<file path="src/hdl/snhe_pkg.sv">
// ----------------------------------------------------------------------------
// snhe_pkg
// Types and constants shared by the symbol name hash encoder modules.
// ----------------------------------------------------------------------------
package snhe_pkg;

	localparam int CNT_BITS_DEF = 32;

	typedef logic [31:0] word_t;
	typedef logic [4:0][31:0] chain_t;

	typedef enum logic [2:0] {
		ST_LOAD,
		ST_FEED,
		ST_ROUND,
		ST_FOLD,
		ST_EMIT
	} state_t;

	typedef enum logic [2:0] {
		FP_NONE,
		FP_TAIL,
		FP_MARK,
		FP_ZERO,
		FP_LEN,
		FP_DONE
	} feed_t;

	typedef struct packed {
		logic       put_byte;
		logic       put_word;
		logic [7:0] data;
	} blk_ctl_t;

	typedef struct packed {
		logic       init;
		logic       step;
		logic [6:0] rnd;
	} rnd_ctl_t;

	localparam chain_t CHAIN_INIT = {
		32'hC3D2E1F0, 32'h10325476, 32'h98BADCFE, 32'hEFCDAB89, 32'h67452301
	};

	localparam logic [127:0] TAIL_BYTES = 128'h518D64A635DED8C1E6B039B1C3E55230;
	localparam logic [8*64-1:0] ALPHABET =
		"ABCDEFGHIJKLMNOPQRSTUVWXYZabcdefghijklmnopqrstuvwxyz0123456789+-";

	localparam logic [6:0] ROUND_LAST = 7'd79;
	localparam logic [3:0] CHAR_LAST  = 4'd10;
	localparam logic [5:0] BLOCK_LAST = 6'd63;
	localparam logic [5:0] LEN_POS    = 6'd56;
	localparam logic [3:0] TAIL_LAST  = 4'd15;
	localparam logic [3:0] LEN_LAST   = 4'd7;
	localparam logic [7:0] PAD_MARK   = 8'h80;

	localparam word_t K_0 = 32'h5A827999;
	localparam word_t K_1 = 32'h6ED9EBA1;
	localparam word_t K_2 = 32'h8F1BBCDC;
	localparam word_t K_3 = 32'hCA62C1D6;

endpackage

</file>
<file path="src/hdl/snhe_round.sv">
// ----------------------------------------------------------------------------
// snhe_round
// SHA-1 working variables and the shared round unit, one round per cycle.
// ----------------------------------------------------------------------------
module snhe_round (
	input  logic               clk,
	input  snhe_pkg::rnd_ctl_t ctl,
	input  snhe_pkg::chain_t   chain,
	input  snhe_pkg::word_t    w,
	output snhe_pkg::chain_t   work
);
	import snhe_pkg::*;

	chain_t work_q;
	word_t  a, b, c, d, e, f, k, t;

	assign a = work_q[0];
	assign b = work_q[1];
	assign c = work_q[2];
	assign d = work_q[3];
	assign e = work_q[4];

	always_comb begin
		if (ctl.rnd < 7'd20) begin
			f = (b & c) | (~b & d);
			k = K_0;
		end else if (ctl.rnd < 7'd40) begin
			f = b ^ c ^ d;
			k = K_1;
		end else if (ctl.rnd < 7'd60) begin
			f = (b & c) | (b & d) | (c & d);
			k = K_2;
		end else begin
			f = b ^ c ^ d;
			k = K_3;
		end
		t = {a[26:0], a[31:27]} + f + e + k + w;
	end

	always_ff @(posedge clk) begin
		if (ctl.init) begin
			work_q <= chain;
		end else if (ctl.step) begin
			work_q[0] <= t;
			work_q[1] <= a;
			work_q[2] <= {b[1:0], b[31:2]};
			work_q[3] <= c;
			work_q[4] <= d;
		end
	end

	assign work = work_q;

endmodule

</file>
<file path="src/hdl/snhe_block.sv">
// ----------------------------------------------------------------------------
// snhe_block
// 64-byte message block buffer. Bytes shift in during loading; during the
// rounds it runs as the 16-word message schedule window.
// ----------------------------------------------------------------------------
module snhe_block (
	input  logic               clk,
	input  snhe_pkg::blk_ctl_t ctl,
	output snhe_pkg::word_t    w0
);
	import snhe_pkg::*;

	logic [511:0] blk_q;
	word_t        w_next;

	assign w0 = blk_q[511:480];

	always_comb begin
		w_next = blk_q[511-32*13 -: 32] ^ blk_q[511-32*8 -: 32] ^
			blk_q[511-32*2 -: 32] ^ blk_q[511:480];
		w_next = {w_next[30:0], w_next[31]};
	end

	always_ff @(posedge clk) begin
		if (ctl.put_byte) begin
			blk_q <= {blk_q[503:0], ctl.data};
		end else if (ctl.put_word) begin
			blk_q <= {blk_q[479:0], w_next};
		end
	end

endmodule

</file>
<file path="src/hdl/symbol_name_hash_encoder.sv">
// ----------------------------------------------------------------------------
// symbol_name_hash_encoder
// Hashes a symbol name with SHA-1 and encodes part of the digest as an
// eleven-character identifier.
// ----------------------------------------------------------------------------
// The name arrives one byte per beat: a beat is taken on a clock edge with
// start high and busy low, and final_byte marks the last byte of the name.
// Each 64th byte of the hashed stream starts a compression, one SHA-1
// round per cycle in a single shared round unit, then a fold into the
// chaining words; busy is high meanwhile. After the final byte the block
// appends the fixed 16-byte suffix and the SHA-1 padding one byte per
// cycle, pausing while it compresses once or twice more. Eleven characters
// then follow on consecutive cycles, each marked by char_valid for one
// cycle; last_char flags the eleventh. The receiver cannot stall this
// output. Afterwards the block is ready for a new name. Reset puts the
// chaining words to the SHA-1 initial values and clears the byte count;
// busy is low from reset on, so a beat can be taken at the first clock
// edge after reset is released.
// ----------------------------------------------------------------------------
module symbol_name_hash_encoder #(
	parameter int COUNT_BITS = snhe_pkg::CNT_BITS_DEF
) (
	input  logic       clk,
	input  logic       arst_n,
	input  logic       start,
	output logic       busy,
	input  logic [7:0] name_byte,
	input  logic       final_byte,
	output logic       char_valid,
	output logic [7:0] symbol_char,
	output logic       last_char
);
	import snhe_pkg::*;

	state_t                state_q, state_d;
	feed_t                 feed_q;
	logic [3:0]            feed_idx_q;
	logic [5:0]            pos_q;
	logic [COUNT_BITS-1:0] total_q;
	logic [6:0]            round_q;
	logic [3:0]            emit_q;
	chain_t                chain_q, chain_sum, work;
	logic [63:0]           v_q, len64;
	logic [7:0]            feed_byte;
	word_t                 w0;
	blk_ctl_t              blk_ctl;
	rnd_ctl_t              rnd_ctl;

	snhe_block u_block (
		.clk (clk),
		.ctl (blk_ctl),
		.w0  (w0)
	);

	snhe_round u_round (
		.clk   (clk),
		.ctl   (rnd_ctl),
		.chain (chain_q),
		.w     (w0),
		.work  (work)
	);

	assign len64 = 64'(total_q) << 3;

	always_comb begin
		case (feed_q)
			FP_TAIL: feed_byte = TAIL_BYTES[{~feed_idx_q, 3'b000} +: 8];
			FP_MARK: feed_byte = PAD_MARK;
			FP_LEN:  feed_byte = len64[{~feed_idx_q[2:0], 3'b000} +: 8];
			default: feed_byte = 8'h00;
		endcase
	end

	always_comb begin
		for (int i = 0; i < 5; i++) begin
			chain_sum[i] = chain_q[i] + work[i];
		end
	end

	always_comb begin
		state_d = state_q;
		case (state_q)
			ST_LOAD: begin
				if (start) begin
					if (pos_q == BLOCK_LAST) begin
						state_d = ST_ROUND;
					end else if (final_byte) begin
						state_d = ST_FEED;
					end
				end
			end
			ST_FEED: begin
				if (pos_q == BLOCK_LAST) begin
					state_d = ST_ROUND;
				end
			end
			ST_ROUND: begin
				if (round_q == ROUND_LAST) begin
					state_d = ST_FOLD;
				end
			end
			ST_FOLD: begin
				if (feed_q == FP_DONE) begin
					state_d = ST_EMIT;
				end else if (feed_q == FP_NONE) begin
					state_d = ST_LOAD;
				end else begin
					state_d = ST_FEED;
				end
			end
			ST_EMIT: begin
				if (emit_q == CHAR_LAST) begin
					state_d = ST_LOAD;
				end
			end
			default: state_d = ST_LOAD;
		endcase
	end

	always_comb begin
		busy             = 1'b1;
		char_valid       = 1'b0;
		blk_ctl.put_byte = 1'b0;
		blk_ctl.put_word = 1'b0;
		blk_ctl.data     = feed_byte;
		rnd_ctl.step     = 1'b0;
		rnd_ctl.rnd      = round_q;
		case (state_q)
			ST_LOAD: begin
				busy             = 1'b0;
				blk_ctl.put_byte = start;
				blk_ctl.data     = name_byte;
			end
			ST_FEED: begin
				blk_ctl.put_byte = 1'b1;
			end
			ST_ROUND: begin
				blk_ctl.put_word = 1'b1;
				rnd_ctl.step     = 1'b1;
			end
			ST_EMIT: begin
				char_valid = 1'b1;
			end
			default: begin
				busy = 1'b1;
			end
		endcase
		rnd_ctl.init = blk_ctl.put_byte && (pos_q == BLOCK_LAST);
	end

	assign symbol_char = ALPHABET[{~v_q[63:58], 3'b000} +: 8];
	assign last_char   = (emit_q == CHAR_LAST);

	always_ff @(posedge clk or negedge arst_n) begin
		if (!arst_n) begin
			state_q    <= ST_LOAD;
			feed_q     <= FP_NONE;
			feed_idx_q <= '0;
			pos_q      <= '0;
			total_q    <= '0;
			round_q    <= '0;
			emit_q     <= '0;
			chain_q    <= CHAIN_INIT;
		end else begin
			state_q <= state_d;
			if (blk_ctl.put_byte) begin
				pos_q <= pos_q + 6'd1;
				if (state_q == ST_LOAD || feed_q == FP_TAIL) begin
					total_q <= total_q + COUNT_BITS'(1);
				end
			end
			if (state_q == ST_LOAD && start && final_byte) begin
				feed_q     <= FP_TAIL;
				feed_idx_q <= '0;
			end
			if (state_q == ST_FEED) begin
				case (feed_q)
					FP_TAIL: begin
						if (feed_idx_q == TAIL_LAST) begin
							feed_q     <= FP_MARK;
							feed_idx_q <= '0;
						end else begin
							feed_idx_q <= feed_idx_q + 4'd1;
						end
					end
					FP_MARK, FP_ZERO: begin
						if (pos_q + 6'd1 == LEN_POS) begin
							feed_q <= FP_LEN;
						end else begin
							feed_q <= FP_ZERO;
						end
					end
					FP_LEN: begin
						if (feed_idx_q == LEN_LAST) begin
							feed_q <= FP_DONE;
						end
						feed_idx_q <= feed_idx_q + 4'd1;
					end
					default: feed_q <= feed_q;
				endcase
			end
			if (state_q == ST_ROUND) begin
				round_q <= (round_q == ROUND_LAST) ? '0 : round_q + 7'd1;
			end
			if (state_q == ST_FOLD) begin
				chain_q <= chain_sum;
			end
			if (state_q == ST_EMIT) begin
				if (emit_q == CHAR_LAST) begin
					emit_q  <= '0;
					chain_q <= CHAIN_INIT;
					total_q <= '0;
					pos_q   <= '0;
					feed_q  <= FP_NONE;
				end else begin
					emit_q <= emit_q + 4'd1;
				end
			end
		end
	end

	always_ff @(posedge clk) begin
		if (state_q == ST_FOLD) begin
			v_q <= {chain_sum[1][7:0], chain_sum[1][15:8], chain_sum[1][23:16],
				chain_sum[1][31:24], chain_sum[0][7:0], chain_sum[0][15:8],
				chain_sum[0][23:16], chain_sum[0][31:24]};
		end else if (state_q == ST_EMIT) begin
			v_q <= {v_q[57:0], 6'b000000};
		end
	end

endmodule

</file>
<file path="config.mk">
export PLATFORM = sky130hd
export DESIGN_NAME = symbol_name_hash_encoder
export DESIGN_NICKNAME = d
export VERILOG_FILES = /design/src/hdl/snhe_pkg.sv /design/src/hdl/snhe_round.sv /design/src/hdl/snhe_block.sv /design/src/hdl/symbol_name_hash_encoder.sv
export SDC_FILE = /design/constraint.sdc
export NUM_CORES = 2
export LEC_CHECK = 0
export ABC_AREA = 1
export BUFFER_PORTS_ARGS = -buffer_cell sky130_fd_sc_hd__buf_2
export CAP_MARGIN = 15
export CORE_ASPECT_RATIO = 0.8
export CORE_MARGIN = 1
export CORE_UTILIZATION = 60
export CTS_BUF_LIST = sky130_fd_sc_hd__clkbuf_2 sky130_fd_sc_hd__clkbuf_4 sky130_fd_sc_hd__clkbuf_8
export DETAILED_ROUTE_END_ITERATION = 8
export GPL_TIMING_DRIVEN = 1
export PLACE_DENSITY = 0.77
export SETUP_SLACK_MARGIN = 0.1
export SYNTH_ARGS = -nofsm -noshare
export SYNTH_HDL_FRONTEND = slang
export SYNTH_HIERARCHICAL = 1
export SYNTH_SLANG_ARGS = --single-unit
</file>
<file path="constraint.sdc">
create_clock -name clk -period 8.15 [get_ports clk]
set_input_delay 0.815 -clock clk [delete_from_list [all_inputs] [get_ports clk]]
set_output_delay 0.815 -clock clk [all_outputs]
set_load 0.1 [all_outputs]
</file>
* Word level (Yosys, flattened, before mapping)
Cells that the tools add are included.
Storage, ports and cells: register bits 955, word-level logic and storage cells 137, bits of input ports 12
Operators by class: shift-type cells 3, mux-type cells 51, reductions and logical operators 11, bitwise gates (word level) 16, magnitude comparators 3, equal/unequal tests 20, add/subtract/negate cells 14
Operators with widths (count):
- two-way mux 512 bit | 2
- two-way mux 160 bit | 5
- indexed part select 512 x 10 -> 8 bit, first input constant | 1
- adder 32 bit | 9
- two-way mux 32 bit | 9
- XOR 32 bit | 5
- AND 32 bit | 4
- two-way mux 64 bit | 2
- indexed part select 128 x 8 -> 8 bit, first input constant | 1
- bitwise OR 32 bit | 3
- indexed part select 64 x 7 -> 8 bit | 1
- two-way mux 3 bit | 14
- adder 32 x 1 -> 32 bit, second input constant | 1
- inverter 32 bit | 1
- two-way mux 31 bit | 1
- case mux 8 bit (3 select lines) | 1
- two-way mux 6 bit | 3
- two-way mux 4 bit | 4
- case mux 3 bit (5 select lines) | 1
- < comparator 7 x 6 -> 1 bit, second input constant | 2
- == test 3 x 2 -> 1 bit, second input constant | 4
- == test 6 bit, second input constant | 2
- == test 3 bit, second input constant | 3
- case mux 3 bit (3 select lines) | 1
- 24 further kinds | 38

* Logic depth before layout (Yosys ltp)
depth in word-level cells 12, depth in mapped cells 26, depth with buffers taken out 25

* Hierarchy
The synthesis kept the hierarchy.
By module, submodules not included:
- snhe_block | times used 1, area each 23892.9 um^2, seq. area each 15374.7 um^2, cells each 2557
- symbol_name_hash_encoder | times used 1, area each 22671.7 um^2, seq. area each 7502.2 um^2, cells each 3340
- snhe_round | times used 1, area each 12826.1 um^2, seq. area each 4804.6 um^2, cells each 1531

* Worst setup path after synthesis
Ideal clock, no wire load.
path kind input to register, start point input start, end point register u_block.blk_q[0], enable pin, buffers on the path 3, data required time 7.482 ns, library setup time 0.668 ns, slack -0.314 ns, data arrival time 7.797 ns, cell stages on the path 6, cell sequence o21ai_2 -> inv_2 -> clkbuf_1 -> buf_4 -> buf_2 -> or2_2
RTL lines:
- start, declared | RTL line symbol_name_hash_encoder.sv:25 | input logic start,
- end signal, assigned | RTL line snhe_block.sv:26 | blk_q <= {blk_q[503:0], ctl.data};
- end signal, assigned | RTL line snhe_block.sv:28 | blk_q <= {blk_q[479:0], w_next};
- end, declared | RTL line snhe_block.sv:13 | logic [511:0] blk_q;

* Worst setup path after layout
start point register round_q[4], end point register u_round.work_q (netlist bit u_round/a[15]), data pin
On the way: word-level cells in the longest chain between the ends 10
RTL lines:
- start, declared | RTL line symbol_name_hash_encoder.sv:40 | logic [6:0] round_q;
- start signal, assigned | RTL line symbol_name_hash_encoder.sv:203 | round_q <= (round_q == ROUND_LAST) ? '0 : round_q + 7'd1;
- < comparator 7 x 6 -> 1 bit | RTL line snhe_round.sv:30 | end else if (ctl.rnd < 7'd60) begin
- two-way mux 32 bit | RTL line snhe_round.sv:30
- two-way mux 32 bit | RTL line snhe_round.sv:27 | end else if (ctl.rnd < 7'd40) begin
- two-way mux 32 bit | RTL line snhe_round.sv:24 | if (ctl.rnd < 7'd20) begin
- adder 32 bit (2 in a row) | RTL line snhe_round.sv:37 | t = {a[26:0], a[31:27]} + f + e + k + w;
- adder 32 bit * (2 in a row) | RTL line snhe_round.sv:37
- two-way mux 160 bit * | RTL line snhe_round.sv:43 | end else if (ctl.step) begin
- two-way mux 160 bit * | RTL line snhe_round.sv:41 | if (ctl.init) begin
- end signal, assigned | RTL line snhe_round.sv:42 | work_q <= chain;
- end, declared | RTL line snhe_round.sv:14 | chain_t work_q;
Every way passes the cells marked *; elsewhere a longest branch is shown, timed or not. The select of a mux whose other input is x is not followed. A chain may end at the register's enable or synchronous reset.

==> qor.txt <==
DR WL met2 - 68920 um
Simple-gate share of the synthesized area - 26.51%
Post-synthesis compound-gate area fraction - 9.653%
Initial core utilization - 60.99%
Clk root buf - clkbuf_8
Register area share after synthesis - 46.61%
Setup TNS - 0 ns
I/O pins - 23
DRT met1 WL - 79570 um
Most common cell on crit path - nand2_1
Worst-margin pin slew - 1.208 ns
WP data arrival - 5.62 ns
Vias in the first global route - 46690
Initial antenna violation count - 3
Proportion of synthesized area in mux cells - 0%
Fillers - 8375
Max Cap Viol - 0
Worst path slowest cell - fa_1
Fin Hold WS - 0.4148 ns
Total Routing Usage GR - 34.35%
Top Metal Used - met4
Post-DP HPWL - 126500 um
Num rows - 102
Core Region - 97380 sq um
# H-tree levels - 4
GR Overflow Total - 0
Total wire length - 172100 um
CP required - 8.76 ns
DR iter-0 viols - 6282
Max Clock Skew - 0.05699 ns
First-pass GRT wire length - 266200 um
Setup violations, final - 0
Crit start category - flip-flop
Worst vdd ir - 0.1528 mV
Status - complete, no violations
Die Span Y - 283.4 um
First-pass detailed-route iteration total - 8
Buffers on Ports - 21
PostCTS Resize Cnt - 0
Post-CTS Setup Bufs - 0
Asr flop ratio synth - 22.93%
Die width - 353.8 um
Most instantiated library cell after synthesis - nand2_1
RSZ-0062 raised after global routing - false
Synth top area share - 37.21%
Flops & latches, synth - 955
Adder-Cell Fraction of Synth Area - 8.511%
Post-synthesis cell type count - 63
Die area - 100300 sq um
Layout cells sized above 1 - 6.172%
Vias per cell - 5.697
Clock Latency Late Sink - 0.87 ns
Synth area leader - edfxtp_1
Final ANT Viol Nets - 0
Total CTS buffers - 155
Worst Hold Class - primary input to flip-flop
Post-synth EDFFs - 736
Dpl ws - 3.269 ns
Synth area leaders - edfxtp_1, nand2_1, dfrtp_1
CP Cell Sequence - nand2_1, nor2_2, nor2_4, nand2_4, nand2_2, inv_2, a221oi_1, fa_1, inv_1, fa_1, ha_1, fa_1, nand2_1, nand2_1, nand3b_1, nand2_1, nand2_1, nand2_2, or2_1, nand3_1, nand2_1
Crit Path Max Fanout - 19
Mapped Nets - 7769
Final Cycle Share - 61.44%
Met3 Routed Length - 19790 um
Final worst setup slack - 3.143 ns
Area grow syn2layout - 6.398%
Fin. max-slew vios - 0
Ys Warns - 6
Via count - 50180
Clock transition at path regs - 0.06 ns
FMAX - 199.7 MHz
Mapped Cells - 7428
Final-stage net count - 7714
# DRC - 0
Slowest stage delay, CP - 0.48 ns
Fin crit period - 5.007 ns
XOR/XNOR share of the synthesized area - 1.091%
CTS Sinks - 955
Wire length per cell - 19.54 um
Max transition margin - 19.45%
WS Path Type - flip-flop to flip-flop
Lkg Pwr - 29.81 nW
Post-Syn Area - 59390 sq um
GP Congestion - 0.9941
Synth top cells by count - nand2_1, inv_1, edfxtp_1, nor2_1, o21ai_0
CTS tree - done
Post-route total power - 9.638 mW
Most used DFF post-synth - edfxtp_1
Max clock buf depth - 3
Pin count of the biggest net entering global routing - 247
Largest family of logic cells by synthesized area - simple AND/OR/NAND/NOR gates
CP Capture Type - flip-flop
Fin. Hold Viols - 0
Post-Syn Area per Cell - 7.996 sq um
Power density over the cells - 152.5 nW/um^2
## area by class of cell
| class | count | area (sq um) | share of cell area, % |
|---|---|---|---|
| Antenna cell | 6 | 15.01 | 0.02376 |
| Clock buffer | 227 | 2805 | 4.439 |
| Clock inverter | 59 | 441.7 | 0.6990 |
| Inverter | 793 | 2997 | 4.742 |
| Multi-Input combinational cell | 5420 | 27220 | 43.07 |
| Sequential cell | 955 | 27680 | 43.81 |
| Tap cell | 1300 | 1627 | 2.574 |
| Timing Repair Buffer | 48 | 407.9 | 0.6455 |
## path summary, 6_finish.rpt
path,cells past startpoint,end,slack [ns],startpoint
max,21,u_round/a[15]$_DFFE_PP_,3.14,round_q[4]$_DFFE_PN0P_
max in group asynchronous,3,total_q[11]$_DFF_PN0_,6.16,arst_n
min,5,u_block/blk_q[7]$_DFFE_PP_,0.41,name_byte[7]
min reg2reg,1,emit_q[3]$_DFFE_PN0P_,0.47,emit_q[3]$_DFFE_PN0P_
min in group asynchronous,2,chain_q[88]$_DFF_PN0_,0.61,arst_n
max reg2reg,21,u_round/a[15]$_DFFE_PP_,3.14,round_q[4]$_DFFE_PN0P_
## kinds of logic (layout without fill, tap and decap cells)
kind of cell,after synthesis,after routing
adder cells (fa/ha/maj),329,329
AO/OA/AOI/OAI,1066,1066
AND/OR/NAND/NOR,3950,3950
flip-flops,955,955
buffers and inverters,1053,1127
other,1,7
XOR/XNOR,74,74
## per-layer routing
| metal | vias to the layer above | GRT usage [%] |
|---|---|---|
| met5 | - | 0 |
| met1 | 23660 | 53.99 |
| met3 | 242 | 8.932 |
| met4 | 0 | 9.080 |
| met2 | 2283 | 46.52 |
| li1 | 24000 | - |
## per-stage QoR
stage,cell area (sq um),utilization [%],std cells
finish,63190,64.89,8808
global route,63180,64.89,8805
CTS,63180,64.88,8802
detailed placement,59920,61.53,8515
global placement,59920,61.53,8515
floorplan,59390,-,7428
## flip-flops by register name, indices dropped and copies added (netlist names)
signal and count:
u_round/c 32, pos_q 6, state_q 3, feed_idx_q 4
u_round/b 32, u_round/a 32, u_block/blk_q 512, v_q 64
total_q 32, chain_q 160, emit_q 4, round_q 7
u_round/d 32, feed_q 3, u_round/e 32
## report_power, final
group | total (mW) | internal, mW | switching (mW)
registers | 5.19 | 5.19 | 0
logic | 0.0308 | 0.00363 | 0.0271
clock network | 4.42 | 2.38 | 2.04
total | 9.64 | 7.58 | 2.06
## cell usage in the layout (no fill, tap or decap), types with 68 or more instances in the layout
| cell | n |
|---|---|
| o21ai_0 | 432 |
| o21ai_1 | 68 |
| nand2_1 | 2956 |
| a21oi_1 | 415 |
| dfrtp_1 | 139 |
| clkbuf_8 | 176 |
| dfstp_2 | 80 |
| edfxtp_1 | 736 |
| ha_1 | 204 |
| inv_1 | 778 |
| nand3_1 | 296 |
| nor2_1 | 504 |
| fa_1 | 125 |
## critical path, delay by kind of cell (launching register included)
| kind | cells | cell delay (ns) |
|---|---|---|
| adders and majority gates | 4 | 1.62 |
| AOI/OAI and AO/OA | 1 | 0.39 |
| and+or+nand+nor | 14 | 1.96 |
| buffers and inverters | 2 | 0.34 |
| DFF | 1 | 0.43 |
## repair_timing
action,CTS,global route
hold buffers,1,0
hold endpoints to repair,9,0
setup endpoints to repair,0,0
(Power assumes the default switching activity.)
